**src/rtl/core/gn2d_pkg.sv**
```systemverilog
// Types, constants and arithmetic helpers of the 2D gradient noise unit.
// No dependencies; used by every module of the block.
package gn2d_pkg;

  localparam int TABLE_SIZE = 256;
  localparam int IDX_W      = $clog2(TABLE_SIZE);
  localparam int PERM_W     = 8;
  localparam int GRAD_W     = 16;
  localparam int OUT_W      = 20;
  localparam int UW         = 19;
  localparam int SUM_W      = 26;

  typedef enum logic [1:0] {
    OP_WR_PERM = 2'd0,
    OP_WR_GRAD = 2'd1,
    OP_EVAL    = 2'd2
  } op_t;

  typedef struct packed {
    op_t                      op;
    logic [7:0]               table_index;
    logic [7:0]               perm_value;
    logic signed [GRAD_W-1:0] grad_x_in;
    logic signed [GRAD_W-1:0] grad_y_in;
    logic signed [31:0]       point_x;
    logic signed [31:0]       point_y;
  } in_item_t;

  typedef struct packed {
    logic signed [OUT_W-1:0] noise_value;
    logic signed [OUT_W-1:0] deriv_x;
    logic signed [OUT_W-1:0] deriv_y;
  } out_item_t;

  typedef struct packed {
    logic signed [GRAD_W-1:0] ax;
    logic signed [GRAD_W-1:0] ay;
    logic signed [GRAD_W-1:0] bx;
    logic signed [GRAD_W-1:0] by;
    logic signed [GRAD_W-1:0] cx;
    logic signed [GRAD_W-1:0] cy;
    logic signed [GRAD_W-1:0] dx;
    logic signed [GRAD_W-1:0] dy;
  } corner_grads_t;

  // Q16 product, rounded half up, floor shift.
  function automatic logic signed [31:0] qmul(input logic signed [23:0] a,
                                              input logic signed [23:0] b);
    logic signed [47:0] p;
    p = a * b + 48'sd32768;
    return p[47:16];
  endfunction

  // Dot product of a Q1.14 gradient with a Q16 offset, result in Q16.
  function automatic logic signed [19:0] dot14(input logic signed [15:0] gx,
                                               input logic signed [15:0] gy,
                                               input logic signed [17:0] dx,
                                               input logic signed [17:0] dy);
    logic signed [34:0] s;
    s = gx * dx + gy * dy + 35'sd8192;
    return s[33:14];
  endfunction

  function automatic logic signed [OUT_W-1:0] sat_out(input logic signed [SUM_W-1:0] x);
    logic signed [OUT_W-1:0] r;
    if (x > 26'sd524287) begin
      r = 20'sd524287;
    end else if (x < -26'sd524288) begin
      r = -20'sd524288;
    end else begin
      r = x[OUT_W-1:0];
    end
    return r;
  endfunction

endpackage

```
**src/rtl/core/gn2d_fade.sv**
```systemverilog
// Three-stage quintic fade and fade slope for one Q0.16 fraction.
// Depends on gn2d_pkg.
module gn2d_fade (
  input  logic                            clk,
  input  logic                            en,
  input  logic [15:0]                     f_in,
  output logic [15:0]                     f_out,
  output logic signed [gn2d_pkg::UW-1:0]  u_out,
  output logic signed [gn2d_pkg::UW-1:0]  du_out
);

  logic signed [16:0] fs;
  logic signed [21:0] lin6;
  logic signed [17:0] lin2;
  logic signed [31:0] q_f2, q_t, q_t2, q_f3, q_u, q_du;

  logic [15:0]        fa_r, fb_r;
  logic signed [16:0] f2a_r, f2b_r, f3_r;
  logic signed [20:0] t_r;
  logic signed [17:0] t2_r;
  logic signed [21:0] inner_r;
  logic signed [17:0] inner2_r;
  logic [15:0]        fc_r;
  logic signed [gn2d_pkg::UW-1:0] u_r, du_r;

  function automatic logic signed [gn2d_pkg::UW-1:0] UW_MUL30(
      input logic signed [gn2d_pkg::UW-1:0] x);
    return (x <<< 5) - (x <<< 1);
  endfunction

  assign fs   = $signed({1'b0, f_in});
  assign lin6 = 22'(fs) * 22'sd6 - 22'sd983040;
  assign lin2 = 18'(fs) - 18'sd131072;
  assign q_f2 = gn2d_pkg::qmul(24'(fs), 24'(fs));
  assign q_t  = gn2d_pkg::qmul(24'(fs), 24'(lin6));
  assign q_t2 = gn2d_pkg::qmul(24'(fs), 24'(lin2));
  assign q_f3 = gn2d_pkg::qmul(24'(f2a_r), 24'($signed({1'b0, fa_r})));
  assign q_u  = gn2d_pkg::qmul(24'(f3_r), 24'(inner_r));
  assign q_du = gn2d_pkg::qmul(24'(f2b_r), 24'(inner2_r));

  always_ff @(posedge clk) begin
    if (en) begin
      fa_r     <= f_in;
      f2a_r    <= q_f2[16:0];
      t_r      <= q_t[20:0];
      t2_r     <= q_t2[17:0];
      fb_r     <= fa_r;
      f2b_r    <= f2a_r;
      f3_r     <= q_f3[16:0];
      inner_r  <= 22'(t_r) + 22'sd655360;
      inner2_r <= t2_r + 18'sd65536;
      fc_r     <= fb_r;
      u_r      <= q_u[gn2d_pkg::UW-1:0];
      du_r     <= UW_MUL30(q_du[gn2d_pkg::UW-1:0]);
    end
  end

  assign f_out  = fc_r;
  assign u_out  = u_r;
  assign du_out = du_r;

endmodule

```
**config.mk**
```make
export PLATFORM = sky130hd
export DESIGN_NAME = gn2d_fade
export DESIGN_NICKNAME = d
export VERILOG_FILES = /design/src/rtl/core/gn2d_pkg.sv /design/src/rtl/core/gn2d_fade.sv
export SDC_FILE = /design/constraint.sdc
export NUM_CORES = 2
export LEC_CHECK = 0
export BUFFER_PORTS_ARGS = -buffer_cell sky130_fd_sc_hd__buf_2
export CAP_MARGIN = 15
export CELL_PAD_IN_SITES_DETAIL_PLACEMENT = 1
export CELL_PAD_IN_SITES_GLOBAL_PLACEMENT = 1
export CORE_UTILIZATION = 48
export DETAILED_ROUTE_END_ITERATION = 16
export PLACE_DENSITY_LB_ADDON = 0.08
export SYNTH_ARGS = -nofsm -noshare
export SYNTH_HDL_FRONTEND = slang
export SYNTH_SLANG_ARGS = --single-unit
```
**constraint.sdc**
```tcl
create_clock -name clk -period 25.5 [get_ports clk]
set_input_delay 0 -clock clk [delete_from_list [all_inputs] [get_ports clk]]
set_output_delay 0 -clock clk [all_outputs]
set_load 0.05 [all_outputs]
```
# Word-level counts from Yosys, hierarchy flattened
# Index checks and enable logic that the tools add are counted.
[word_totals]
register_bits = 216
out_inout_bits = 54
[op_classes]
add_sub_neg = 11
mul = 7
[ops]
columns = ["op", "count"]
rows = [
  ["34-bit by 17-bit adder with 34-bit output, second input constant", 2],
  ["17-bit by 18-bit multiplier with 34-bit output", 2],
  ["37-bit by 17-bit adder with 37-bit output, second input constant", 1],
  ["17-bit by 21-bit multiplier with 37-bit output", 1],
  ["35-bit by 17-bit adder with 35-bit output, second input constant", 1],
  ["17-bit by 22-bit multiplier with 35-bit output", 1],
  ["32-bit by 16-bit adder with 33-bit output, second input constant", 1],
  ["33-bit by 17-bit adder with 33-bit output, second input constant", 1],
  ["17-bit by 17-bit multiplier with 33-bit output", 1],
  ["16-bit by 16-bit multiplier with 32-bit output", 1],
  ["21-bit by 21-bit adder with 22-bit output, second input constant", 1],
  ["19-bit by 20-bit subtractor with 21-bit output, second input constant", 1],
  ["19-bit subtractor", 1],
  ["18-bit adder, second input constant", 1],
  ["16-bit by 2-bit multiplier with 18-bit output, second input constant", 1],
  ["17-bit by 18-bit subtractor with 18-bit output, second input constant", 1],
]

# Logic depth before layout (Yosys ltp)
[depth]
depth_word = 4
ltp_mapped = 39

# Worst setup path before layout
# Ideal clock, no wire load.
[synth_timing]
path_kind = "input to register"
startpoint = "in f_in[0]"
endpoint = "reg t_r[20], data pin"
setup_time_ns = 0.260
arrival_time_ns = 8.460
setup_slack_ns = 16.780
cell_stages = 37
n_path_buf = 1
cell_sequence = "ha_1 -> fa_1 -> a21o_1 -> a21oi_1 -> o21bai_1 -> a21o_1 -> a21oi_1 -> o21ai_1 -> o41ai_1 -> o31a_1 -> xor2_1 -> inv_2 -> ha_1 -> clkbuf_1 -> nand2_1 -> fa_1 -> fa_1 -> fa_1 -> fa_1 -> inv_1 -> fa_1 -> inv_1 -> fa_1 -> inv_1 -> ha_1 -> a21o_1 -> a21o_1 -> a21oi_1 -> o211ai_1 -> nand4_1 -> o21ai_0 -> o221a_2 -> a21oi_1 -> o211a_1 -> a21oi_1 -> a21oi_1 -> xnor2_1"
[synth_via]
elab_chain_len = 4
[synth_rtl]
columns = ["element", "line", "text"]
rows = [
  ["start, declared", "gn2d_fade.sv:6", "input logic [15:0] f_in,"],
  ["16-bit by 2-bit multiplier with 18-bit output", "gn2d_fade.sv:32", "assign lin6 = 22'(fs) * 22'sd6 - 22'sd983040;"],
  ["19-bit by 20-bit subtractor with 21-bit output", "gn2d_fade.sv:32", ""],
  ["17-bit by 21-bit multiplier with 37-bit output *", "gn2d_pkg.sv:50", "p = a * b + 48'sd32768;"],
  ["37-bit by 17-bit adder with 37-bit output *", "gn2d_pkg.sv:50", ""],
  ["via q_t[20]", "gn2d_fade.sv:15", "logic signed [31:0] q_f2, q_t, q_t2, q_f3, q_u, q_du;"],
  ["end signal, assigned", "gn2d_fade.sv:45", "t_r <= q_t[20:0];"],
  ["end, declared", "gn2d_fade.sv:19", "logic signed [20:0] t_r;"],
]
# The timed path passes the listed nets; every way through them passes the cells marked *.
# A chain may end at the register's enable or synchronous reset.

# Worst setup path after layout
# Ends and elaborated chain as after synthesis.

==> impl_metrics.csv <==
group,metric,value,unit
status,outcome,"finished clean",
sta,tightest_slew,1100,ps
finish,drive_above_1_share,3.57,%
grt,grt_pass1_vias,51100,
worst_setup_path,start_kind,"input pin",
logic_synthesis,synth_top_area_share,49.1,%
sta,grt_setup_unrepaired,"false",
clock_tree,clockBufferDepth,3,
job,cap_viol_max_count,0,
sta,fin_hold_ws,50.9,ps
clock_tree,cts_tree,"yes",
logic_synthesis,syn_area,65900,sq um
grt,grt_max_degree,118,
sta,timing.final.crit_share,42.5,%
logic_synthesis,synth_flop_cell,"edfxtp_1",
logic_synthesis,synth_cell_type_count,76,
logic_synthesis,avgSynthCellArea,9.94,sq um
grt,globalRouteOverflowTotal,0,
worst_setup_path,cp-end-kind,"flip-flop",
sta,finalSetupViolations,0,
routing,viasPerCell,5.15,
routing,routed_wl,173000,um
logic_synthesis,synthTopCellsByArea,"fa_1 (49%), ha_1 (12%), inv_1 (11%)",
worst_setup_path,worstSetupPathType,"input pin to flip-flop",
routing,antenna_left,0,
logic_synthesis,synth_edf_count,215,
grt,grt_antenna_before_repair,4,
worst_setup_path,crit_path_frequent_cell,"fa_1",
floorplanning,num_rows,135,
logic_synthesis,seq_area_frac_synth,9.79,%
clock_tree,cts_max_level,1,
hold_path,hold_class,"input pin to flip-flop",
logic_synthesis,ys_top_cells_by_count,"inv_1 (1,885), fa_1 (1,617), nand2_1 (731)",
logic_synthesis,ys_seq_elements,215,
clock_tree,cts_setup_buffers,0,
floorplanning,io_pins,72,
routing,post_drt_wl_per_cell,20.6,um
worst_setup_path,required,25840,ps
floorplanning,dieWidth,373,um
place,port_buffers,70,
sta,fmax,0.0923,GHz
finish,syn2layout_area_growth,5.45,%
floorplanning,core_area,136000,sq um
finish,diodes,0,
logic_synthesis,syn-num-nets,8878,
grt,gr-usage-all-layers,26.4,%
logic_synthesis,yosysMostFrequentCell,"inv_1",
sta,max_slew_margin,26.0,%
sta,finClkSkew,27.4,ps
place,dp_hpwl,144000,um
logic_synthesis,synth-async-reset-ratio,0,%
worst_setup_path,critPathArrivalTime,11170,ps
routing,drt_pass1_iterations,5,
place,gp_congestion,0.857,
grt,grt_pass1_wl,285000,um
clock_tree,insertion_delay,610,ps
logic_synthesis,synthCells,6632,
worst_setup_path,cp.buffers_inverters,8,
sta,fin_crit,10830,ps
logic_synthesis,yosys_warnings,0,
logic_synthesis,yosysTopAreaCell,"fa_1",
clock_tree,cts.sinks,215,
worst_setup_path,cp_max_fo,31,
sta,tns,0,ps
clock_tree,cts-root-buf,"clkbuf_16",
finish,nFillCells,15200,
floorplanning,dieHeight,373,um
worst_setup_path,slowest_delay,640,ps
routing,num_vias,43400,
worst_setup_path,path_delay_family,"adder cells",
routing,drcViolationCount,0,
sta,hold_viol_final,0,
sta,drv_slew,0,
finish,layout.nets,8866,
floorplanning,die_area,139000,sq um
clock_tree,cts_buffers,29,
worst_setup_path,crit_slowest_cell,"ha_1",
clock_tree,clk_pin_slew_worst_paths,60,ps
floorplanning,start_util,48.6,%
routing,drt-initial-drc-count,2007,
## registers in the layout (all words and copies together), names as in the netlist
register / cells
du_out: 18
f2a_r: 17
f2b_r: 17
f3_r: 17
f_out: 16
fa_r: 16
fb_r: 16
inner2_r: 18
inner_r: 22
t2_r: 18
t_r: 21
u_out: 19
## layer usage
metal	GRT usage, %	up-vias	wire (um)
li1	-	19200	-
met1	37.0	23300	78500
met2	45.4	709	85700
met3	1.85	158	5960
met4	4.56	2	3010
met5	0	-	13
## through the flow
stage | setup WS, ps | area, sq um | std cells | utilization (%)
after global placement | 14800 | 68400 | 8362 | 50.4
after global routing | 14040 | 69500 | 8423 | 51.2
after detailed placement | 14590 | 68400 | 8362 | 50.4
final | 14670 | 69500 | 8423 | 51.2
after CTS | 14650 | 69500 | 8423 | 51.2
after floorplan | 16780 | 65900 | 6632 | -
## worst paths after layout
kind / start / end / slack (ps) / cells past startpoint
setup / recovery: f_in[0] / t_r[20] / 14670 / 40
hold / removal: f_in[6] / fa_r[6] / 50 / 2
setup reg to reg: f2b_r[2] / du_out[17] / 16230 / 29
hold reg to reg: t2_r[5] / inner2_r[5] / 410 / 0
## layout make-up
class                      count  area, sq um  share of cell area [%]
clock buffer                  32          737                    1.06
clock inverter                21          307                   0.441
inverter                    1891         7100                    10.2
multi-input combinational   4325        51700                    74.3
sequential                   215         6460                    9.29
tap                         1781         2230                    3.20
timing repair buffer         158         1040                    1.50
## cell usage in the layout (no fill, tap or decap), types with 48 or more instances in the layout
cell | netlist | final
a21oi_1 | 82 | 82
and2_1 | 553 | 553
buf_2 | 0 | 69
buf_4 | 1 | 80
edfxtp_1 | 215 | 215
fa_1 | 1617 | 1617
ha_1 | 611 | 611
inv_1 | 1885 | 1885
nand2_1 | 731 | 731
nor2_1 | 156 | 156
o21ai_0 | 48 | 48
xnor2_1 | 147 | 144
xor2_1 | 57 | 55
## worst register-to-register path, delay by kind of cell (launching register included)
family	cells	cell delay, ps
flip-flops	1	880
adder cells (fa/ha/maj)	8	3840
AND/OR/NAND/NOR	7	1050
AO/OA/AOI/OAI	8	2230
buffers and inverters	4	260
XOR/XNOR	2	740
## cells by family (layout without fill, tap and decap cells)
kind of cell / after synthesis / after routing / share of synthesized area [%]
other: 1 / 1 / 0.00569
muxes: 4 / 4 / 0.0626
DFF: 215 / 215 / 9.79
xor gates and xnor gates: 204 / 204 / 2.71
AOI/OAI and AO/OA: 281 / 281 / 2.95
buffers and inverters: 2092 / 2102 / 11.9
adders and majority gates: 2228 / 2228 / 60.7
and+or+nand+nor: 1607 / 1607 / 11.9
## what timing repair did
item	in CTS	in global routing
endpoints found under the hold margin	12	0
gates resized for setup	0	0
endpoints found under the setup margin	0	0
hold buffers	8	0
Power is left out: the tool's default activity adds up to more than one toggle a clock period on the data nets, which glitch-free logic cannot reach.
